`src/rtl/core/v3n_pkg.sv`:
```
`default_nettype none
// ----------------------------------------------------------------------------
// v3n_pkg: shared types and constants of the vector normalize unit
// Widths of the component, square, quotient and root paths, and the words.
// ----------------------------------------------------------------------------
package v3n_pkg;

    localparam int COMPONENT_BITS = 16;
    localparam int FRACTION_BITS  = 14;

    // sum of three squares fits in twice the component width
    localparam int SUM_W      = 2 * COMPONENT_BITS;
    // quotient sq * 2^(2F) / sum is at most 2^(2F)
    localparam int QUO_W      = 2 * FRACTION_BITS + 1;
    localparam int ROOT_W     = FRACTION_BITS + 1;
    localparam int OUT_W      = FRACTION_BITS + 2;
    localparam int DIV_STEPS  = 2 * FRACTION_BITS + 1;
    localparam int SQRT_STEPS = FRACTION_BITS + 1;
    localparam int FRONT_STAGES = 3;
    localparam int LATENCY    = FRONT_STAGES + DIV_STEPS + SQRT_STEPS + 1;

    typedef struct packed {
        logic signed [COMPONENT_BITS-1:0] x_in;
        logic signed [COMPONENT_BITS-1:0] y_in;
        logic signed [COMPONENT_BITS-1:0] z_in;
    } t_vec_in;

    typedef struct packed {
        logic signed [OUT_W-1:0] x_unit;
        logic signed [OUT_W-1:0] y_unit;
        logic signed [OUT_W-1:0] z_unit;
        logic                    zero_length;
    } t_vec_out;

    // side-band that travels alongside the arithmetic
    typedef struct packed {
        logic       valid;
        logic [2:0] neg;
        logic       zero;
    } t_ctl;

endpackage
`default_nettype wire

```
`src/rtl/core/v3n_div_cell.sv`:
```
`default_nettype none
// ----------------------------------------------------------------------------
// v3n_div_cell: one restoring division step
// Produces one quotient bit and hands remainder, quotient, divisor on.
// ----------------------------------------------------------------------------
module v3n_div_cell #(
    parameter bit FIRST = 1'b0
) (
    input  wire logic                        i_clk,
    input  wire logic [v3n_pkg::SUM_W-1:0]   i_rem,
    input  wire logic [v3n_pkg::QUO_W-1:0]   i_quo,
    input  wire logic [v3n_pkg::SUM_W-1:0]   i_den,
    output logic [v3n_pkg::SUM_W-1:0]        o_rem,
    output logic [v3n_pkg::QUO_W-1:0]        o_quo,
    output logic [v3n_pkg::SUM_W-1:0]        o_den
);
    import v3n_pkg::*;

    logic [SUM_W:0]   w_shift;
    logic             w_ge;
    logic [SUM_W-1:0] n_rem;
    logic [SUM_W-1:0] r_rem, r_den;
    logic [QUO_W-1:0] r_quo;

    // first step compares the numerator itself, later steps shift first
    assign w_shift = FIRST ? {1'b0, i_rem} : {i_rem, 1'b0};
    assign w_ge    = w_shift >= {1'b0, i_den};
    assign n_rem   = w_ge ? SUM_W'(w_shift - {1'b0, i_den}) : SUM_W'(w_shift);

    always_ff @(posedge i_clk) begin
        r_rem <= n_rem;
        r_quo <= {i_quo[QUO_W-2:0], w_ge};
        r_den <= i_den;
    end

    assign o_rem = r_rem;
    assign o_quo = r_quo;
    assign o_den = r_den;

endmodule
`default_nettype wire

```
`config.mk`:
```
export PLATFORM = sky130hd
export DESIGN_NAME = v3n_div_cell
export DESIGN_NICKNAME = d
export VERILOG_FILES = /design/src/rtl/core/v3n_pkg.sv /design/src/rtl/core/v3n_div_cell.sv
export SDC_FILE = /design/constraint.sdc
export NUM_CORES = 1
export LEC_CHECK = 0
export BUFFER_PORTS_ARGS = -buffer_cell sky130_fd_sc_hd__buf_2
export CORE_UTILIZATION = 48
export DETAILED_ROUTE_END_ITERATION = 6
export PLACE_DENSITY = 0.9
export SLEW_MARGIN = 40
export SYNTH_ARGS = -nofsm -noshare
export SYNTH_HDL_FRONTEND = slang
export SYNTH_SLANG_ARGS = --single-unit
```
`constraint.sdc`:
```
create_clock -name i_clk -period 3.9 [get_ports i_clk]
set_clock_uncertainty 0.15 [all_clocks]
set_input_delay 0 -clock i_clk [delete_from_list [all_inputs] [get_ports i_clk]]
set_output_delay 0 -clock i_clk [all_outputs]
set_load 0.02 [all_outputs]
```
==> flow_results.org <==
** Placed design
- Summed over all nets, the half-perimeter wirelength after detailed placement is 8.321 mm.
- Routability-driven placement finished with a final weighted congestion of 0.8289.
- At the placement stage, the worst setup path has a slack of 0.8577 ns.
- During placement, the flow inserted port buffers numbering 185.

** Setup path
- Delay-heaviest family, CP :: buffers and inverters
- Worst Path Buf+Inv :: 3
- CP Max Fanout :: 8
- Crit. End Element :: flip-flop
- At the worst endpoint, the required time is 4.00 ns.
- Type of the worst setup path :: in2reg
- Endpoint arrival time on the critical path :: 3.58 ns
- List of cells traversed by the critical path :: dlygate4sd3_1, buf_2, ha_1, nand4_1, or2_2, or3_1, o221a_2, a21oi_1, nand3_1, a32o_1, dlygate4sd3_1
- Top cell by count, worst path :: dlygate4sd3_1
- Slowest stage cell, crit path :: dlygate4sd3_1
- Crit-path max cell delay :: 0.55 ns
- CP Launch Type :: input pin

** Worst hold path
- In this run the worst hold path is classified as in2reg.

** STA
- The number of pins exceeding their max-slew limit in the final report was 0.
- Worst hold slack :: 0.1231 ns
- Setup violations remaining at the end of the flow were counted as 0.
- Setup repair after global routing left no endpoint under its margin.
- Max frequency :: 287.4 MHz
- Post-route setup slack :: 0.4210 ns
- At the pin with the least slew margin, the transition time is 0.6333 ns.
- Worst slew margin :: 57.53%
- Tcrit/Tclk final :: 89.21%
- Final Hold Fails :: 0
- In the final timing run, aggregate negative setup slack is 0 ns.
- Min Clock Period, post-route :: 3.479 ns

** Global route
- Congestion Overflow GR :: 0
- Maximum number of pins on one net before global-route repair :: 29
- The first global-routing pass estimated 20.00 mm of wire.
- The via count of the first global-routing pass came to 4301.
- The initial antenna violation count was 1.
- Global routing used 28.54% of the available tracks.

** Logic synthesis
- After technology mapping, the gate count stands at 413.
- dfxtp_1 takes more of the synthesized area than any other cell.
- The Yosys step of the flow raised 0 warnings.
- Number of distinct library cells after synthesis :: 56
- After synthesis the cells add up to 4279 um2.
- Sequential cell area fraction in the yosys report :: 43.51%
- Ranking of synthesized cells by area :: dfxtp_1 44%, ha_1 9.4%, mux2_4 6.7%
- Primary FF master, synth :: dfxtp_1
- For this run, asynchronously set or reset flops after synthesis account for 0%.
- Synthesized Nets :: 540
- The synthesized design devotes to its leading area cell type 43.51% of total area.
- Number of synthesized flops with an enable pin :: 0
- The synthesized design contains 93 register bits.
- In this run the mean area of a mapped cell was 10.36 um2.

** Final layout
- Fraction of final layout cells sized beyond drive strength 1 :: 34.34%
- For this run, the share of the core covered by cells in the final layout is 73.73%.
- Final nets :: 819
- Area growth from synthesis to final layout :: 49.53%
- Area occupied by multi-input gates :: 2177 um2
- In the layout the commonest cells are 185 x buf_2, 95 x dlygate4sd3_1, 93 x dfxtp_1.
- The sequential cells in the finished layout cover a total of 1862 um2.
- Number of filler instances in the final layout :: 570
- Leading cell type in the layout, fill and taps excluded :: buf_2

** Floorplanning
- The die covers 9297 um2.
- Height of the chip :: 96.42 um
- Die Span X :: 96.42 um
- Num rows :: 34
- Core area :: 8678 um2
- Initial Util :: 49.31%
- Top-Level Pins :: 187

** Clock network
- After clock tree synthesis, the clock-pin slew on the worst setup and hold paths is 0.09 ns.
- CTS tree :: built
- Clock sink count :: 93
- Maximum clock insertion buffer count :: 2
- Clock buffer count from CTS :: 9
- The clock tree synthesis step divided the H-tree into 3 levels.
- Cell chosen for the clock root :: clkbuf_8

** Power
- Worst voltage drop across the vdd grid :: 0.2180 mV
- Summed over all cells, the static leakage comes to 3.169 nW.
- PnR Total Power :: 0.002579 W
- Power spread over the standard cell area amounts to 403.1 nW/um2.

** Routing
- DR iter-0 viols :: 200
- The first detailed-routing pass took 4 iterations.
- Routed wire per std cell :: 16.98 um
- Using the TritonRoute via totals, the vias-per-cell ratio works out to 5.191.
- Overall routed net length :: 13.67 mm
- In the routed design, unresolved DRC markers number 0.
- Overall via count from detail_route :: 4179
- The count of nets left with antenna violations once routing finished came out at 0.

** Run
- The tool flagged a number of max-cap violations equal to 0.

** Status
- The flow ran to the end, and the final reports show no timing, DRC or antenna violations.
[repair_timing]
action | in CTS | in global routing
endpoints found under the hold margin | 92 | 0
gates resized for setup | 0 | 0
hold buffers | 95 | 0
setup endpoints to repair | 0 | 0
setup buffers | 0 | 0
[power by group]
| group | internal [W] | switching [W] | leakage [nW] |
|---|---|---|---|
| Combinational | 0.000384 | 0.000455 | 2.29 |
| Clock | 0.000299 | 0.000358 | 0.0923 |
| Sequential | 0.00106 | 0.0000287 | 0.785 |
| Total | 0.00174 | 0.000841 | 3.17 |
[flip-flops by register name (all words and copies together), names as in the netlist]
name,flops
o_rem,32
o_den,32
o_quo,29
[cells by family after synthesis]
family	count (synthesis)	share of synthesized area (%)
DFF	93	43.51
and+or+nand+nor	82	10.26
buffers and inverters	49	5.614
adders and majority gates	33	9.824
AOI/OAI and AO/OA	102	16.43
xor gates and xnor gates	25	5.117
muxes	29	9.240
[synthesized netlist by cell type, drive strengths merged, types with 2 or more instances]
| cell type | instances |
|---|---|
| a21oi | 24 |
| o21ai | 20 |
| a211oi | 4 |
| nand2b | 3 |
| and3 | 4 |
| or3 | 3 |
| o21a | 7 |
| ha | 32 |
| mux2 | 27 |
| clkbuf | 9 |
| mux2i | 2 |
| nand4 | 12 |
| o21bai | 2 |
| or2 | 2 |
| buf | 4 |
| a21boi | 4 |
| a211o | 2 |
| nand2 | 15 |
| dfxtp | 93 |
| o211ai | 4 |
| nor2 | 18 |
| a21o | 15 |
| nor2b | 4 |
| xor2 | 11 |
| o31ai | 6 |
| inv | 36 |
| and2 | 4 |
| nor3 | 4 |
| nand3 | 6 |
| xnor2 | 14 |
| a31oi | 4 |
| o221ai | 2 |
[metal layers]
metal / part of all wire [%] / global-route usage [%]
met1: 37 / 28.36
met2: 53 / 56.26
met3: 6.9 / 6.103
met4: 2.8 / 12.50
met5: 0 / 0
[worst paths after layout]
path / end / cells after the start / start / slack [ns]
worst max-delay path: o_rem[28] / 11 / i_rem[17] / 0.42
worst min-delay path: o_quo[17] / 2 / i_quo[16] / 0.12
[per-stage QoR]
stage          cells  cell area [um2]
6_report         805             6399
5_1_grt          805             6399
4_1_cts          804             6396
3_5_place_dp     694             5250
3_3_place_gp     694             5250
2_1_floorplan    413             4279
[area by class of cell]
class	instances	area share [%]
Antenna cell	1	0.03911
Tap cell	108	2.112
Inverter	36	2.229
Clock inverter	6	1.115
Timing Repair Buffer	281	29.45
Sequential cell	93	29.10
Multi-Input combinational cell	271	34.02
Clock buffer	9	1.936
Power figures use the tool's default switching activity.
