### config.mk
export PLATFORM = sky130hd
export DESIGN_NAME = v3n_front
export DESIGN_NICKNAME = d
export VERILOG_FILES = /design/src/rtl/core/v3n_pkg.sv /design/src/rtl/core/v3n_front.sv
export SDC_FILE = /design/constraint.sdc
export NUM_CORES = 2
export LEC_CHECK = 0
export BUFFER_PORTS_ARGS = -buffer_cell sky130_fd_sc_hd__buf_2
export CAP_MARGIN = 20
export CELL_PAD_IN_SITES_DETAIL_PLACEMENT = 1
export CELL_PAD_IN_SITES_GLOBAL_PLACEMENT = 1
export CORE_UTILIZATION = 45
export DETAILED_ROUTE_END_ITERATION = 7
export HOLD_SLACK_MARGIN = 0.03
export PLACE_DENSITY = 0.78
export REMOVE_ABC_BUFFERS = 1
export SLEW_MARGIN = 25
export SYNTH_ARGS = -nofsm -noshare
export SYNTH_HDL_FRONTEND = slang
export SYNTH_SLANG_ARGS = --single-unit
### constraint.sdc
create_clock -name i_clk -period 6.67 [get_ports i_clk]
set_clock_uncertainty 0.15 [all_clocks]
set_input_delay 0.667 -clock i_clk [delete_from_list [all_inputs] [get_ports i_clk]]
set_output_delay 0.667 -clock i_clk [all_outputs]
set_load 0.005 [all_outputs]
### src/rtl/core/v3n_pkg.sv
`default_nettype none
// ----------------------------------------------------------------------------
// v3n_pkg: shared types and constants of the vector normalize unit
// Widths of the component, square, quotient and root paths, and the words.
// ----------------------------------------------------------------------------
package v3n_pkg;

    localparam int COMPONENT_BITS = 16;
    localparam int FRACTION_BITS  = 14;

    // sum of three squares fits in twice the component width
    localparam int SUM_W      = 2 * COMPONENT_BITS;
    // quotient sq * 2^(2F) / sum is at most 2^(2F)
    localparam int QUO_W      = 2 * FRACTION_BITS + 1;
    localparam int ROOT_W     = FRACTION_BITS + 1;
    localparam int OUT_W      = FRACTION_BITS + 2;
    localparam int DIV_STEPS  = 2 * FRACTION_BITS + 1;
    localparam int SQRT_STEPS = FRACTION_BITS + 1;
    localparam int FRONT_STAGES = 3;
    localparam int LATENCY    = FRONT_STAGES + DIV_STEPS + SQRT_STEPS + 1;

    typedef struct packed {
        logic signed [COMPONENT_BITS-1:0] x_in;
        logic signed [COMPONENT_BITS-1:0] y_in;
        logic signed [COMPONENT_BITS-1:0] z_in;
    } t_vec_in;

    typedef struct packed {
        logic signed [OUT_W-1:0] x_unit;
        logic signed [OUT_W-1:0] y_unit;
        logic signed [OUT_W-1:0] z_unit;
        logic                    zero_length;
    } t_vec_out;

    // side-band that travels alongside the arithmetic
    typedef struct packed {
        logic       valid;
        logic [2:0] neg;
        logic       zero;
    } t_ctl;

endpackage
`default_nettype wire

### src/rtl/core/v3n_front.sv
`default_nettype none
// ----------------------------------------------------------------------------
// v3n_front: magnitude, square and sum stages
// Three register stages: absolute value, squares, sum of squares.
// ----------------------------------------------------------------------------
module v3n_front (
    input  wire logic                        i_clk,
    input  wire logic                        i_rst_n,
    input  wire logic                        i_valid,
    input  wire v3n_pkg::t_vec_in            i_vec,
    output logic [v3n_pkg::SUM_W-1:0]        o_sq [3],
    output logic [v3n_pkg::SUM_W-1:0]        o_sum,
    output v3n_pkg::t_ctl                    o_ctl
);
    import v3n_pkg::*;

    logic [COMPONENT_BITS-1:0] r_mag [3];
    logic [SUM_W-1:0]          r_sq2 [3];
    logic [SUM_W-1:0]          r_sq3 [3];
    logic [SUM_W-1:0]          r_sum;
    t_ctl                      r_ctl1, r_ctl2, r_ctl3;
    logic signed [COMPONENT_BITS-1:0] w_c [3];
    logic [SUM_W-1:0]          n_sum;

    assign w_c[0] = i_vec.x_in;
    assign w_c[1] = i_vec.y_in;
    assign w_c[2] = i_vec.z_in;
    assign n_sum  = r_sq2[0] + r_sq2[1] + r_sq2[2];

    always_ff @(posedge i_clk) begin
        for (int l = 0; l < 3; l++) begin
            r_mag[l] <= w_c[l][COMPONENT_BITS-1] ? COMPONENT_BITS'(-w_c[l])
                                                  : COMPONENT_BITS'(w_c[l]);
            r_sq2[l] <= SUM_W'(r_mag[l]) * SUM_W'(r_mag[l]);
            r_sq3[l] <= r_sq2[l];
        end
        r_sum <= n_sum;
    end

    always_ff @(posedge i_clk) begin
        if (!i_rst_n) begin
            r_ctl1 <= '0;
            r_ctl2 <= '0;
            r_ctl3 <= '0;
        end else begin
            r_ctl1 <= '{valid: i_valid,
                        neg:   {w_c[2][COMPONENT_BITS-1], w_c[1][COMPONENT_BITS-1],
                                w_c[0][COMPONENT_BITS-1]},
                        zero:  1'b0};
            r_ctl2 <= r_ctl1;
            // zero flag lines up with the sum that leaves this stage
            r_ctl3 <= '{valid: r_ctl2.valid, neg: r_ctl2.neg, zero: (n_sum == '0)};
        end
    end

    assign o_sq  = r_sq3;
    assign o_sum = r_sum;
    assign o_ctl = r_ctl3;

endmodule
`default_nettype wire

==> impl_metrics.py <==
metrics = {
    "floorplanning": {
        "die_h_um": 261,
        "die_w_um": 261,
        "start_util_pct": 45.7,
        "rows": 94,
        "die_area_um2": 68000,
        "core_area_um2": 66000,
        "ios": 184,
    },
    "logic_synthesis": {
        "synthXorXnorAreaFrac_pct": 4.96,
        "syn_inst": 3109,
        "synth-edff-count": 0,
        "yosys.area_share.simple_pct": 10.8,
        "ys.flop_type": "dfxtp_1",
        "synth_compound_area_share_pct": 7.03,
        "synth_top_family_by_area": "adder cells",
        "yosys_warnings": 0,
        "synth_cell_types": 70,
        "syn_area_um2": 30100,
        "ys_seq_area_share_pct": 18.5,
        "synth_fa_ha_area_share_pct": 48.2,
        "ys_seq_elements": 279,
        "synthArstFlopShare_pct": 0,
        "synthMuxAreaShare_pct": 0.149,
        "synth_area_per_cell_um2": 9.69,
    },
    "cts": {
        "cts.clk_slew.worst_paths_ps": 60,
        "cts_htree_levels": 2,
        "cts_buffers": 37,
        "clock_path_buffers": 3,
        "worst_skew_pair.late_latency_ps": 570,
        "cts_tree": "built",
        "clock_sinks": 279,
        "root_buffer": "clkbuf_16",
    },
    "critical_path": {
        "critPathMaxStageDelay_ps": 540,
        "path_common_cell": "fa_1",
        "critPathBufInv": 7,
        "cp_slowest_cell": "fa_1",
        "crit_family": "adder cells",
        "required_ps": 6960,
        "crit_type": "flip-flop to flip-flop",
        "crit_fanout": 10,
        "worstSetupStartpointType": "flip-flop",
        "end_kind": "flip-flop",
        "arrival_ps": 6750,
    },
    "drt": {
        "dr_total_vias": 21736,
        "routedWlPerCell_um": 18.7,
        "via_per_inst": 5.09,
        "first_pass_iters": 7,
        "route.detailed.drc": 30,
        "antenna_left": 0,
        "drtIter0Drc": 1044,
        "routed_wl_um": 79800,
    },
    "grt": {
        "track_usage_pct": 24.7,
        "grt_pass1_wl_um": 130000,
        "grt_remaining_overflow": 0,
        "grt_pass1_vias": 24862,
        "grt_max_degree": 18,
        "antenna_found_initial": 5,
    },
    "timing": {
        "hold_violations": 0,
        "finalSetupTns_ps": 0,
        "max_freq_mhz": 155,
        "drv_slew": 0,
        "setup_viol": 0,
        "timing.final.crit_share_pct": 96.9,
        "slew_headroom_pct": 41.1,
        "tightest_slew_ps": 870,
        "period_minus_slack_ps": 6460,
    },
    "layout": {
        "layout-drive-gt1-share_pct": 13.0,
        "num-nets-final": 4274,
        "fin_cells": 4270,
        "seq_area_um2": 5640,
        "multiInputGateArea_um2": 21600,
        "areaGrowthSynthToFinish_pct": 13.5,
        "layout_commonest_cell": "inv_1",
        "final_cell_mix": "inv_1, fa_1, ha_1, nand2_1, dfxtp_1",
        "fill_cells": 7543,
    },
    "run": {
        "cap_violations": 0,
    },
    "run_status": {
        "outcome": "complete, but fails checks",
        "violations": "design-rule violations",
    },
    "place": {
        "gp_congestion": 0.907,
        "hpwl_um": 67300,
        "place_inst": 4198,
        "port_buffers": 180,
    },
    "min_path": {
        "min_path_type": "primary input to flip-flop",
    },
}
cells by family after synthesis:
logic type | count (synthesis)
compound gates | 318
xor+xnor | 169
fa+ha+maj | 848
buf+inv | 823
flops | 279
mux | 4
other cells | 1
simple gates | 667
worst register-to-register path: stages, from the launching register on:
cell and delay, ps:
dfxtp_4 390, buf_4 180, inv_1 130, nor2_1 80
buf_4 140, fa_1 470, inv_1 60, fa_1 540
inv_1 60, fa_1 510, fa_1 430, fa_1 500
inv_1 50, fa_1 490, inv_1 50, ha_2 310
a21o_1 170, a21oi_1 130, nor2_1 70, nor2_2 140
o21ai_1 110, o41a_1 440, a211o_1 300, a21oi_2 180
o21ai_0 120, xor2_1 160
stage by stage:
step	area [µm²]	util [%]	hold slack [ps]	worst slack (ps)
final	34200	51.8	81.1	210
after global routing	34200	51.8	62.0	-44.2
after CTS	34000	51.5	51.1	5.72
after detailed placement	32700	49.5	212	8.63
after global placement	32700	49.5	209	130
after floorplan	29900	-	199	385
synth_stat cells (all sizes together) (8+ instances only):
master,n,area share [%]
xor2,28,0.81
a21o,49,1.2
a31oi,8,0.17
o21ai,54,0.91
nand2,276,3.4
nor2,88,1.1
o31ai,14,0.35
o21bai,14,0.35
nor2b,25,0.52
nor3,20,0.33
and2,132,2.7
nand3,30,0.50
xnor2,141,4.1
nand2b,27,0.56
fa,520,35
dfxtp,279,19
and3,16,0.34
a211oi,8,0.20
or4,15,0.38
inv,756,9.4
a21oi,92,1.5
ha,328,14
clkbuf,63,0.78
o21a,15,0.38
or3,12,0.25
o41ai,9,0.26
a2111oi,8,0.23
path summary, 6_finish.rpt:
check	from	end	slack, ps	cells past startpoint
min reg2reg	r_sq2[0][64]$_DFF_P_	o_sq[0]$_DFF_P_	210	0
max	r_mag[0][3]$_DFF_P_	r_sq2[0][30]$_DFF_P_	210	25
max reg2reg	r_mag[0][3]$_DFF_P_	r_sq2[0][30]$_DFF_P_	210	25
min	i_vec[16]	r_mag[0][16]$_DFF_P_	80	1
metal layers:
metal / share of wire, % / global-route usage [%] / vias up
li1: - / - / 10053
met4: 3.8 / 8.92 / 0
met3: 4.9 / 3.76 / 125
met2: 50 / 43.5 / 478
met5: 0 / 0 / -
met1: 41 / 30.5 / 11080
state kept, by name (all words and copies together) (netlist names):
register,cells
r_mag,48
o_sum,32
r_sq2,93
o_ctl,5
o_sq,93
r_ctl1,4
r_ctl2,4
final cells by class:
cell class	instances	share of cell area, %
multi-input cells	2012	63.2
flip-flops and latches	279	16.5
inverters	756	8.30
repair buffers	289	5.08
well taps	864	3.16
clock buffers	47	3.00
clock inverters	20	0.750
diodes	3	0.0220
what timing repair did:
action,4_1_cts,5_1_grt
pin swaps,0,6
resized for setup,4,72
setup endpoints to repair,7,22
setup buffers,0,2
hold buffers,0,0
hold endpoints to repair,0,0
Power is left out: the tool's default activity adds up to more than one toggle a clock period on the data nets, which glitch-free logic cannot reach.
