--- src/rtl/core/v3n_pkg.sv ---
`default_nettype none
// ----------------------------------------------------------------------------
// v3n_pkg: shared types and constants of the vector normalize unit
// Widths of the component, square, quotient and root paths, and the words.
// ----------------------------------------------------------------------------
package v3n_pkg;

    localparam int COMPONENT_BITS = 16;
    localparam int FRACTION_BITS  = 14;

    // sum of three squares fits in twice the component width
    localparam int SUM_W      = 2 * COMPONENT_BITS;
    // quotient sq * 2^(2F) / sum is at most 2^(2F)
    localparam int QUO_W      = 2 * FRACTION_BITS + 1;
    localparam int ROOT_W     = FRACTION_BITS + 1;
    localparam int OUT_W      = FRACTION_BITS + 2;
    localparam int DIV_STEPS  = 2 * FRACTION_BITS + 1;
    localparam int SQRT_STEPS = FRACTION_BITS + 1;
    localparam int FRONT_STAGES = 3;
    localparam int LATENCY    = FRONT_STAGES + DIV_STEPS + SQRT_STEPS + 1;

    typedef struct packed {
        logic signed [COMPONENT_BITS-1:0] x_in;
        logic signed [COMPONENT_BITS-1:0] y_in;
        logic signed [COMPONENT_BITS-1:0] z_in;
    } t_vec_in;

    typedef struct packed {
        logic signed [OUT_W-1:0] x_unit;
        logic signed [OUT_W-1:0] y_unit;
        logic signed [OUT_W-1:0] z_unit;
        logic                    zero_length;
    } t_vec_out;

    // side-band that travels alongside the arithmetic
    typedef struct packed {
        logic       valid;
        logic [2:0] neg;
        logic       zero;
    } t_ctl;

endpackage
`default_nettype wire

--- src/rtl/core/v3n_sqrt_cell.sv ---
`default_nettype none
// ----------------------------------------------------------------------------
// v3n_sqrt_cell: one digit of the integer square root
// Trial subtract against root + 4^STEP, one result bit per cell.
// ----------------------------------------------------------------------------
module v3n_sqrt_cell #(
    parameter int STEP = 0
) (
    input  wire logic                        i_clk,
    input  wire logic [v3n_pkg::QUO_W-1:0]   i_rad,
    input  wire logic [v3n_pkg::QUO_W-1:0]   i_root,
    output logic [v3n_pkg::QUO_W-1:0]        o_rad,
    output logic [v3n_pkg::QUO_W-1:0]        o_root
);
    import v3n_pkg::*;

    localparam logic [QUO_W:0] BIT = (QUO_W+1)'(1) << (2 * STEP);

    logic [QUO_W:0]   w_trial;
    logic             w_ge;
    logic [QUO_W-1:0] r_rad, r_root;

    assign w_trial = {1'b0, i_root} + BIT;
    assign w_ge    = {1'b0, i_rad} >= w_trial;

    always_ff @(posedge i_clk) begin
        r_rad  <= w_ge ? QUO_W'({1'b0, i_rad} - w_trial) : i_rad;
        r_root <= w_ge ? QUO_W'({2'b0, i_root[QUO_W-1:1]} + BIT)
                       : {1'b0, i_root[QUO_W-1:1]};
    end

    assign o_rad  = r_rad;
    assign o_root = r_root;

endmodule
`default_nettype wire

--- config.mk ---
export PLATFORM = sky130hd
export DESIGN_NAME = v3n_sqrt_cell
export DESIGN_NICKNAME = d
export VERILOG_FILES = /design/src/rtl/core/v3n_pkg.sv /design/src/rtl/core/v3n_sqrt_cell.sv
export SDC_FILE = /design/constraint.sdc
export NUM_CORES = 1
export LEC_CHECK = 0
export ABC_AREA = 1
export BUFFER_PORTS_ARGS = -buffer_cell sky130_fd_sc_hd__buf_2
export CAP_MARGIN = 15
export CORE_MARGIN = 4
export CORE_UTILIZATION = 40
export CTS_CLUSTER_SIZE = 25
export DETAILED_ROUTE_END_ITERATION = 10
export GPL_TIMING_DRIVEN = 0
export PLACE_DENSITY_LB_ADDON = 0.2
export RECOVER_POWER = 25
export SETUP_SLACK_MARGIN = 0.2
export SLEW_MARGIN = 20
export SYNTH_ARGS = -nofsm -noshare
export SYNTH_HDL_FRONTEND = slang
export SYNTH_SLANG_ARGS = --single-unit
--- constraint.sdc ---
create_clock -name i_clk -period 2.65 [get_ports i_clk]
set_input_delay 0.1325 -clock i_clk [delete_from_list [all_inputs] [get_ports i_clk]]
set_output_delay 0.1325 -clock i_clk [all_outputs]
set_load 0.005 [all_outputs]
==> impl_metrics.toml, run 1 <==
[worst_setup_path]
crit_slowest_cell = "ha_1"
path_buf_inv = 5
cp_slowest_stage_delay_ns = 0.32
end_kind = "flop"
crit_type = "input pin to flop"
crit_top_cell = "nand2_1"
startpoint_type = "input pin"
cp_cell_sequence = "buf_8, nand2_4, nor2_4, nand2_4, buf_4, nor2_4, xor2_2, mux2i_2, ha_1, buf_6, nand2_1, nand2_2, nand2_1, nand2_2, a21oi_4, nand3_2, nand2_4, nand3_4, buf_12, clkbuf_16, nand2_1, nand2_1"
cp_top_family = "simple AND/OR/NAND/NOR gates"
worst_ep_arrival_time_ns = 2.83
critical_path_required_ns = 2.88
cp_max_fo = 5

[synth]
avgSynthCellArea_um2 = 5.93
synth-xor-area-share_pct = 9.48
synth_top_family_by_area = "simple AND/OR/NAND/NOR gates"
synth_fp_nets = 994
synth_fa_ha_area_share_pct = 7.62
synthesis.instances = 903
synth_compound_area_share_pct = 2.94
muxShareOfSynthArea_pct = 1.31
ys_ff_latch = 58
yosysSeqAreaShare_pct = 21.7
syn_area_mm2 = 0.00536
yosys.area_share.simple_pct = 44.8
ys_warn_count = 0
synthDistinctLibCells = 29

[layout]
final_cell_mix = "nand2_1 (306), inv_1 (118), buf_2 (91), buf_4 (74), nand4_1 (71)"
final-seq-area_mm2 = 0.00116
design_area_mm2 = 0.00810
layout-area-overhead-vs-synth_pct = 51.2
fillCellCount = 1247
drive_above_1_share_pct = 32.5
final_common_cell = "nand2_1"
n_antenna_cell = 0
final_nets = 1199
multi_input_area_mm2 = 0.00426

[sta]
setup_viol_count_final = 0
finalCritPeriodShare_pct = 98.0
rsz0062_at_grt = "true"
hold_viol_final = 0
tightest_slew_ns = 0.495
setup_ws_ns = 0.0536
maxSlewViolCount = 0
fmax_ghz = 0.385
relSlewSlack_pct = 66.8
period_needed_ns = 2.60
setup_tns_ns = 0

[cts]
clk_pin_slew_ns = 0.05
cts_buffer_depth = 2
cts_tree = "built"
clock-sinks = 58
htreeDepth = 3
cts_buffers = 9
cts_root_buf = "clkbuf_16"
hold_buffers = 0

[grt]
grt_max_degree = 11
grt_pass1_vias = 5910
gr-total-overflow = 0
grtUsageTotal_pct = 26.0
grt_pass1_wl_mm = 30.3
grt_antenna_before_repair = 0

[route]
postRouteAntennaNets = 0
routed_wl_mm = 20.5
wl_per_cell_um = 15.9
vias = 6377
vias_per_cell = 4.95
drt_iter0_markers = 369
drtPass1Iterations = 5
drcViolationCount = 0

[floorplan]
coreArea_mm2 = 0.0132
start_util_pct = 40.6
rows = 42
pin_count = 117
die_h_um = 124
fp.dieW_um = 124
dieArea_mm2 = 0.0153

[run_status]
status = "complete, no violations"

[hold_path]
min_path_type = "input pin to flop"

[place]
hpwlAfterDp_mm = 15.3
gp_congestion = 0.966
portBuffers = 113
placed_area_mm2 = 0.00626
place_ws_ns = -0.845

[job]
maxCapViolCount = 0

[power_and_ir_drop]
power_w = 0.00369
powerDensity_mw_per_mm2 = 455
irDropWorstVdd_mv = 0.413
leakage_nw = 4.34
through the flow:
stage | util [%] | instances | hold WS (ns)
2_1_floorplan | - | 903 | 0.293
4_1_cts | 57.5 | 1269 | 0.0517
3_5_place_dp | 47.5 | 1192 | 0.407
5_1_grt | 61.4 | 1288 | 0.0762
6_report | 61.4 | 1288 | 0.0601
3_3_place_gp | 47.5 | 1192 | 0.402
tightest hold or removal path: stages:
cell and delay [ns]:
buf_2 0.09, nand4_1 0.08, nand2_1 0.06
state kept, by name, indices dropped and copies added, names as in the netlist:
name and cells:
o_root 29, o_rad 29
layout make-up:
cell class / count / area share (%)
plain buffers: 29 / 3.27
clock buffers: 13 / 3.21
clock inverters: 2 / 0.154
inverters: 126 / 5.93
multi-input cells: 690 / 52.6
flip-flops and latches: 58 / 14.3
well taps: 176 / 2.72
repair buffers: 194 / 17.8
per-layer routing:
layer / track usage [%] / part of all wire, % / vias to the layer above
met5: 0 / 0 / -
met4: 10.7 / 3.6 / 0
met3: 4.86 / 7.1 / 33
met2: 40.3 / 44 / 221
met1: 35.5 / 45 / 2857
li1: - / - / 3266
cells in the mapped netlist, drive strengths merged:
master / number / area (um^2)
xnor2: 17 / 149
o21ai: 4 / 20.0
o21bai: 5 / 37.5
buf: 26 / 164
nor2b: 1 / 6.26
clkbuf: 3 / 12.5
ha: 31 / 388
nand3: 38 / 195
dfxtp: 58 / 1160
nor3: 9 / 50.1
inv: 126 / 473
nor2: 84 / 325
a21oi: 20 / 100
mux2i: 7 / 70.1
xor2: 41 / 359
nand4: 72 / 457
fa: 1 / 20.0
nand2: 356 / 1340
nor4: 4 / 25.0
final timing paths:
check / start / end / slack (ns) / depth (start not counted)
min: i_rad[12] / o_rad[12]$_DFF_P_ / 0.06 / 3
max: i_root[4] / o_root[26]$_DFF_P_ / 0.05 / 22
what timing repair did:
action	in CTS	in global routing
buffers inserted	61	15
pin swaps	51	49
setup endpoints to repair	58	58
resized for setup	159	70
gates cloned	1	4
where the power goes:
group	switching, W	internal (W)
clock network	0.000413	0.000676
logic	0.000862	0.000677
registers	0.0000322	0.00102
logic make-up (layout without fill, tap and decap cells):
logic type	count (synthesis)	in the layout
buffers and inverters	155	364
DFF	58	58
and+or+nand+nor	564	564
xor gates and xnor gates	58	58
muxes	7	7
adders and majority gates	32	32
AOI/OAI and AO/OA	29	29
Note: power is estimated with default switching activity, not from simulation.
==> run 2, diff against run 1 <==
- GPL_TIMING_DRIVEN: 0 -> unset
- HOLD_SLACK_MARGIN: unset -> 0.06
==> run 2 against run 1 <==
  * Flip-flop and latch count unchanged
  * Critical path depth unchanged
  * Non-clock buffer count increased by 133
  * Setup slack got worse by 0.036 ns
  * Global-route usage increased by 0.57 points
  * Die area unchanged
  * Design area increased by 7.7%
  * First-iteration DRC count increased by 28%
  * Utilization increased by 4.8 points
  * Final cell count increased by 10%
  * Clock power increased by 13%
  * Via count increased by 8.7%
  * Critical endpoint is now o_rad[13]$_DFF_P_
  * Largest power group unchanged
==> impl_metrics.toml, run 2 (synthesis results as in run 1) <==
[grt]
grtUsageTotal_pct = 26.6
grt_max_degree = 49
grt_pass1_wl_mm = 31.4
grt_antenna_before_repair = 0
gr-total-overflow = 0
grt_pass1_vias = 6351

[route]
route.met3.wl_mm = 1.25
wl_per_cell_um = 14.7
routed_wl_mm = 20.8
met2_wirelength_mm = 9.81
drcViolationCount = 0
postRouteAntennaNets = 0
wl_met1_mm = 9.33
top_layer = "met4"
drtPass1Iterations = 5
drt_iter0_markers = 473
vias_per_cell = 4.87
vias = 6932

[floorplan]
fp.dieW_um = 124
pin_count = 117
coreArea_mm2 = 0.0132
rows = 42
die_h_um = 124
dieArea_mm2 = 0.0153
start_util_pct = 40.6

[layout]
layout-area-overhead-vs-synth_pct = 63.0
drive_above_1_share_pct = 35.9
final_nets = 1332
final_cell_mix = "nand2_1 (309), buf_4 (218), inv_1 (120), buf_2 (98), nand4_1 (71)"
n_antenna_cell = 0
final_common_cell = "nand2_1"

[hold_path]
min_path_type = "input pin to flop"

[worst_setup_path]
startpoint = "i_root[2]"
critical_path_required_ns = 2.94
startpoint_type = "input pin"
worst_ep_arrival_time_ns = 2.92
crit_end = "o_rad[13]$_DFF_P_"
crit_type = "input pin to flop"
cp_max_fo = 4
end_kind = "flop"

[power_and_ir_drop]
leakage_nw = 4.87
sw_frac_of_total_pct = 34.5
irDropWorstVdd_mv = 0.338
power_frac_clock_pct = 31.2
p_int_w = 0.00257
p_sw_w = 0.00135
combinationalPowerShare_pct = 41.8
seq_power_share_pct = 27.0
power_w = 0.00393
powerDensity_mw_per_mm2 = 450

[sta]
fmax_ghz = 0.380
finalCritPeriodShare_pct = 99.3
setup_tns_ns = 0
maxSlewViolCount = 0
period_needed_ns = 2.63
setup_viol_count_final = 0
tightest_slew_ns = 0.719
relSlewSlack_pct = 51.6
hold_viol_final = 0
rsz0062_at_grt = "true"

[cts]
clk_pin_slew_ns = 0.05
cts_buffer_depth = 2
cts_root_buf = "clkbuf_16"
cts_buffers = 9
htreeDepth = 3
clock-sinks = 58
cts_tree = "built"

[job]
maxCapViolCount = 0

[place]
portBuffers = 116
gp_congestion = 0.933
hpwlAfterDp_mm = 15.9

[run_status]
status = "complete, no violations"
==> run 2: metrics by stage <==
stage	instances	cell area, um^2	hold slack [ns]	setup slack [ns]	util [%]
2_1_floorplan	903	5480	0.293	0.154	-
3_3_place_gp	1366	7630	0.403	-0.414	57.8
4_1_cts	1413	8380	0.0606	0.0996	63.5
6_report	1422	8730	0.0635	0.0179	66.2
3_5_place_dp	1366	7630	0.407	-0.501	57.8
5_1_grt	1422	8730	0.0840	-0.148	66.2
==> run 2: power groups by stage <==
stage / registers [W] / logic, W / clock network [W]
after global placement: 0.00107 / 0.00144 / 0
after detailed placement: 0.00108 / 0.00145 / 0
after CTS: 0.00106 / 0.00154 / 0.00125
after global routing: 0.00108 / 0.00181 / 0.00128
after floorplan: 0.00110 / 0.000742 / 0
final: 0.00106 / 0.00164 / 0.00123
==> run 2: worst min-delay path by stage <==
| stage | start | end | cells past startpoint |
|---|---|---|---|
| 5_1_grt | i_rad[21] | o_rad[21]$_DFF_P_ | 3 |
| 3_3_place_gp | i_rad[6] | o_rad[6]$_DFF_P_ | 3 |
| 6_report | i_rad[21] | o_rad[21]$_DFF_P_ | 3 |
| 4_1_cts | i_rad[21] | o_rad[21]$_DFF_P_ | 3 |
| 3_5_place_dp | i_rad[3] | o_rad[3]$_DFF_P_ | 3 |
| 2_1_floorplan | i_rad[0] | o_rad[0]$_DFF_P_ | 2 |
==> run 2: worst max-delay path, stage by stage <==
cell	delay (ns)
buf_2	0.13
nand2_1	0.12
buf_4	0.17
inv_1	0.08
nand4_1	0.16
nor2_2	0.20
buf_4	0.15
nand2_1	0.06
xor2_1	0.17
ha_1	0.31
nand2_1	0.08
nor2_1	0.17
nand2_1	0.07
nor2_1	0.09
nand3_1	0.09
nand3_2	0.11
nand2_4	0.08
nand3_4	0.14
buf_6	0.16
clkbuf_16	0.15
nand2_2	0.04
nand2_1	0.06
==> run 2: metal layers <==
metal / vias up / track usage (%)
li1: 3527 / -
met1: 3159 / 35.4
met2: 215 / 43.6
met3: 31 / 3.95
met4: 0 / 9.83
met5: - / 0
==> run 2: repair_timing <==
action	in CTS	in global routing
setup buffers	19	7
hold buffers	11	0
resized for setup	36	73
gates cloned	1	2
setup endpoints to repair	58	58
pin swaps	16	35
endpoints found under the hold margin	11	0
==> run 2: layout make-up <==
class	instances	area, um^2
clock buffers	12	256
clock inverters	4	50.0
fillers	1213	4460
inverters	126	473
multi-input cells	690	3970
flip-flops and latches	58	1160
well taps	176	220
repair buffers	356	2600
==> run 3, diff against run 2 <==
- CORE_UTILIZATION: 40 -> 52
- CTS_BUF_LIST: unset -> sky130_fd_sc_hd__clkbuf_4
==> run 3 against run 2 <==
  * The run now fails in global routing (5_1_grt)
  * Synthesized cell count did not move
  * Synthesized area did not move
==> impl_metrics.toml, run 3 <==
[run_status]
stop_stage = "global routing (5_1_grt)"
stop_error = "[ERROR GRT-0232] Routing congestion too high. Check the congestion heatmap in the GUI."
status = "stopped before the end"

[floorplan]
rows = 36
start_util_pct = 54.1
fp.dieW_um = 109
pin_count = 117
die_h_um = 109

[place]
placed_area_mm2 = 0.00756
gp_congestion = 0.952
place_inst = 1320
portBuffers = 116
hpwlAfterDp_mm = 15.9
place_ws_ns = -0.356

[grt]
gr-total-overflow = 391
grtUsageTotal_pct = 84.4
grt_max_degree = 29

[synth]
synth_area_leaders = "nand2_1 (25%), dfxtp_1 (22%), inv_1 (8.8%), nand4_1 (8.3%), ha_1 (7.2%)"
synth_top_area_share_pct = 24.7
syn_area_mm2 = 0.00536
synthesis.instances = 903
ys_warn_count = 0
avgSynthCellArea_um2 = 5.93
synth-edff-count = 0
synth_fp_nets = 994
synth_ff_type = "dfxtp_1"
synthDistinctLibCells = 29
ys_ff_latch = 58
synth_common_cells = "nand2_1 (353), inv_1 (125), nor2_1 (80)"
yosysSeqAreaShare_pct = 21.7
netlist.top_cell.by_area = "nand2_1"
async_flop_share_pct = 0
yosys.cell_count.top_type = "nand2_1"

[cts]
clock-sinks = 58
htreeDepth = 3
cts_buffer_depth = 2
cts_root_buf = "clkbuf_4"
cts_buffers = 9

[sta]
globalroute.repair_timing.worst_endpoint = "o_rad[0]$_DFF_P_/D"
worstEpCategory = "register input"
run 3: cell counts after synthesis:
Identical to the previous run, type by type.
run 3: logic make-up after synthesis:
logic type                 count (synthesis)  share of synthesized area [%]
muxes                                      7                           1.31
DFF                                       58                           21.7
adders and majority gates                 32                           7.62
buffers and inverters                    155                           12.1
and+or+nand+nor                          564                           44.8
AOI/OAI and AO/OA                         29                           2.94
xor gates and xnor gates                  58                           9.48
run 3: repair_timing:
action / CTS
pin swaps: 23
hold buffers: 36
setup endpoints to repair: 58
cloned: 4
setup buffers: 11
hold endpoints to repair: 36
resized for setup: 40
run 3: layer usage:
metal,overflow,track usage [%]
met4,112,98.4
met5,2,20.5
met3,4,66.1
met1,1,77.1
met2,272,106
run 3: through the flow:
step           util (%)  setup TNS, ns
2_1_floorplan         -              0
3_3_place_gp       76.3         -15.05
3_5_place_dp       76.3         -18.56
4_1_cts            84.8              0
==> run 4, diff against run 3 <==
- CORE_UTILIZATION: 52 -> 40
- CTS_BUF_LIST: sky130_fd_sc_hd__clkbuf_4 -> unset
- CTS_CLUSTER_SIZE: 25 -> unset
- HOLD_SLACK_MARGIN: 0.06 -> unset
- PLACE_DENSITY_LB_ADDON: 0.2 -> 0.15
- SETUP_SLACK_MARGIN: 0.2 -> unset
- clock period: 2.65 -> 3.4 ns (I/O delays scaled with it)
==> run 4 against run 3 <==
  * The flow now finishes without violations
==> impl_metrics.toml, run 4 (synthesis results as in run 1) <==
[run_status]
status = "complete, no violations"

[layout]
layout-area-overhead-vs-synth_pct = 20.7
final_cell_mix = "nand2_1 (353), inv_1 (125), buf_2 (98), nor2_1 (77), nand4_1 (71)"
fillCellCount = 1484
final_nets = 1111
final-seq-area_mm2 = 0.00116
drive_above_1_share_pct = 14.3
design_area_mm2 = 0.00647
n_antenna_cell = 0
final_common_cell = "nand2_1"
multi_input_area_mm2 = 0.00356

[floorplan]
fp.dieW_um = 124
pin_count = 117
coreArea_mm2 = 0.0132
die_h_um = 124
start_util_pct = 40.6
rows = 42
dieArea_mm2 = 0.0153

[cts]
cts_buffers = 9
cts_buffer_depth = 2
htreeDepth = 3
clk_pin_slew_ns = 0.05
clock-sinks = 58
cts_tree = "built"
cts_root_buf = "clkbuf_16"

[sta]
finalCritPeriodShare_pct = 88.3
fmax_ghz = 0.333
setup_viol_count_final = 0
hold_viol_final = 0
maxSlewViolCount = 0
period_needed_ns = 3.00
rsz0062_at_grt = "false"
setup_tns_ns = 0
tightest_slew_ns = 0.522
relSlewSlack_pct = 64.8
setup_ws_ns = 0.399

[route]
drtPass1Iterations = 5
drcViolationCount = 0
wl_met1_mm = 8.19
top_layer = "met4"
vias = 5908
vias_per_cell = 4.92
met2_wirelength_mm = 7.65
drt_iter0_markers = 484
wl_per_cell_um = 14.5
postRouteAntennaNets = 0
route.met3.wl_mm = 1.12
routed_wl_mm = 17.4

[hold_path]
worstHoldStart = "i_rad[14]"
min_path_type = "input pin to flop"

[worst_setup_path]
startpoint = "i_root[3]"
crit_type = "input pin to flop"
end_kind = "flop"
critical_path_required_ns = 3.67
startpoint_type = "input pin"
worst_ep_arrival_time_ns = 3.28
cp_max_fo = 19

[place]
portBuffers = 116
hpwlAfterDp_mm = 14.5
placed_area_mm2 = 0.00615
gp_congestion = 0.994
place_ws_ns = 0.0217

[grt]
grt_pass1_vias = 5380
grt_pass1_wl_mm = 27.1
grt_max_degree = 42
grt_antenna_before_repair = 0
grtUsageTotal_pct = 23.1
gr-total-overflow = 0

[job]
maxCapViolCount = 0

[power_and_ir_drop]
irDropWorstVdd_mv = 0.315
leakage_nw = 3.62
powerDensity_mw_per_mm2 = 423
## run 4: where the power goes
group | total [W] | internal, W | switching [W]
combinational | 0.000905 | 0.000346 | 0.000559
sequential | 0.000825 | 0.000798 | 0.0000268
clock | 0.00101 | 0.000681 | 0.000325
total | 0.00274 | 0.00183 | 0.000910
## run 4: final cells by class
class | instances | area share [%]
clock buffer | 12 | 3.97
clock inverter | 4 | 1.14
inverter | 126 | 7.31
multi-input combinational | 690 | 55.0
sequential | 58 | 18.0
tap | 176 | 3.41
timing repair buffer | 135 | 11.2
## run 4: routing by layer
| metal | global-route usage (%) | vias to the layer above |
|---|---|---|
| met4 | 7.54 | 0 |
| met3 | 4.27 | 23 |
| met5 | 0 | - |
| met1 | 32.1 | 2615 |
| met2 | 36.2 | 182 |
| li1 | - | 3088 |
## run 4: worst max-delay path, stage by stage
cell     delay [ns]
buf_2          0.13
nand2_1        0.10
nor2_1         0.22
nand2_1        0.10
nor2_1         0.16
nand2_1        0.19
nor2_2         0.16
nand2_1        0.08
xor2_1         0.21
a21oi_1        0.10
ha_1           0.36
nand2_1        0.12
nor2_2         0.21
nand2_1        0.08
nor2_1         0.10
nand3_1        0.08
nand3_1        0.08
nand2_2        0.09
nand3_2        0.13
buf_4          0.24
nand2_1        0.07
nand2_1        0.07
## run 4: worst paths after layout
kind / to / slack, ns / cells after the start
setup / recovery: o_rad[4]$_DFF_P_ / 0.40 / 22
hold / removal: o_rad[14]$_DFF_P_ / 0.1 / 3
## run 4: repair_timing
| item | 4_1_cts | 5_1_grt |
|---|---|---|
| resized for setup | 0 | 4 |
| hold buffers | 0 | 0 |
| setup buffers | 0 | 0 |
| setup endpoints to repair | 0 | 35 |
| hold endpoints to repair | 0 | 0 |
## run 4: metrics by stage
stage | cells | hold slack [ns] | total power (W) | util, %
after floorplan | 903 | 0.331 | 0.00142 | -
after global placement | 1185 | 0.442 | 0.00174 | 46.6
after detailed placement | 1185 | 0.444 | 0.00175 | 46.6
after CTS | 1201 | 0.0882 | 0.00277 | 49.1
after global routing | 1201 | 0.0998 | 0.00293 | 49.0
final | 1201 | 0.0997 | 0.00274 | 49.0
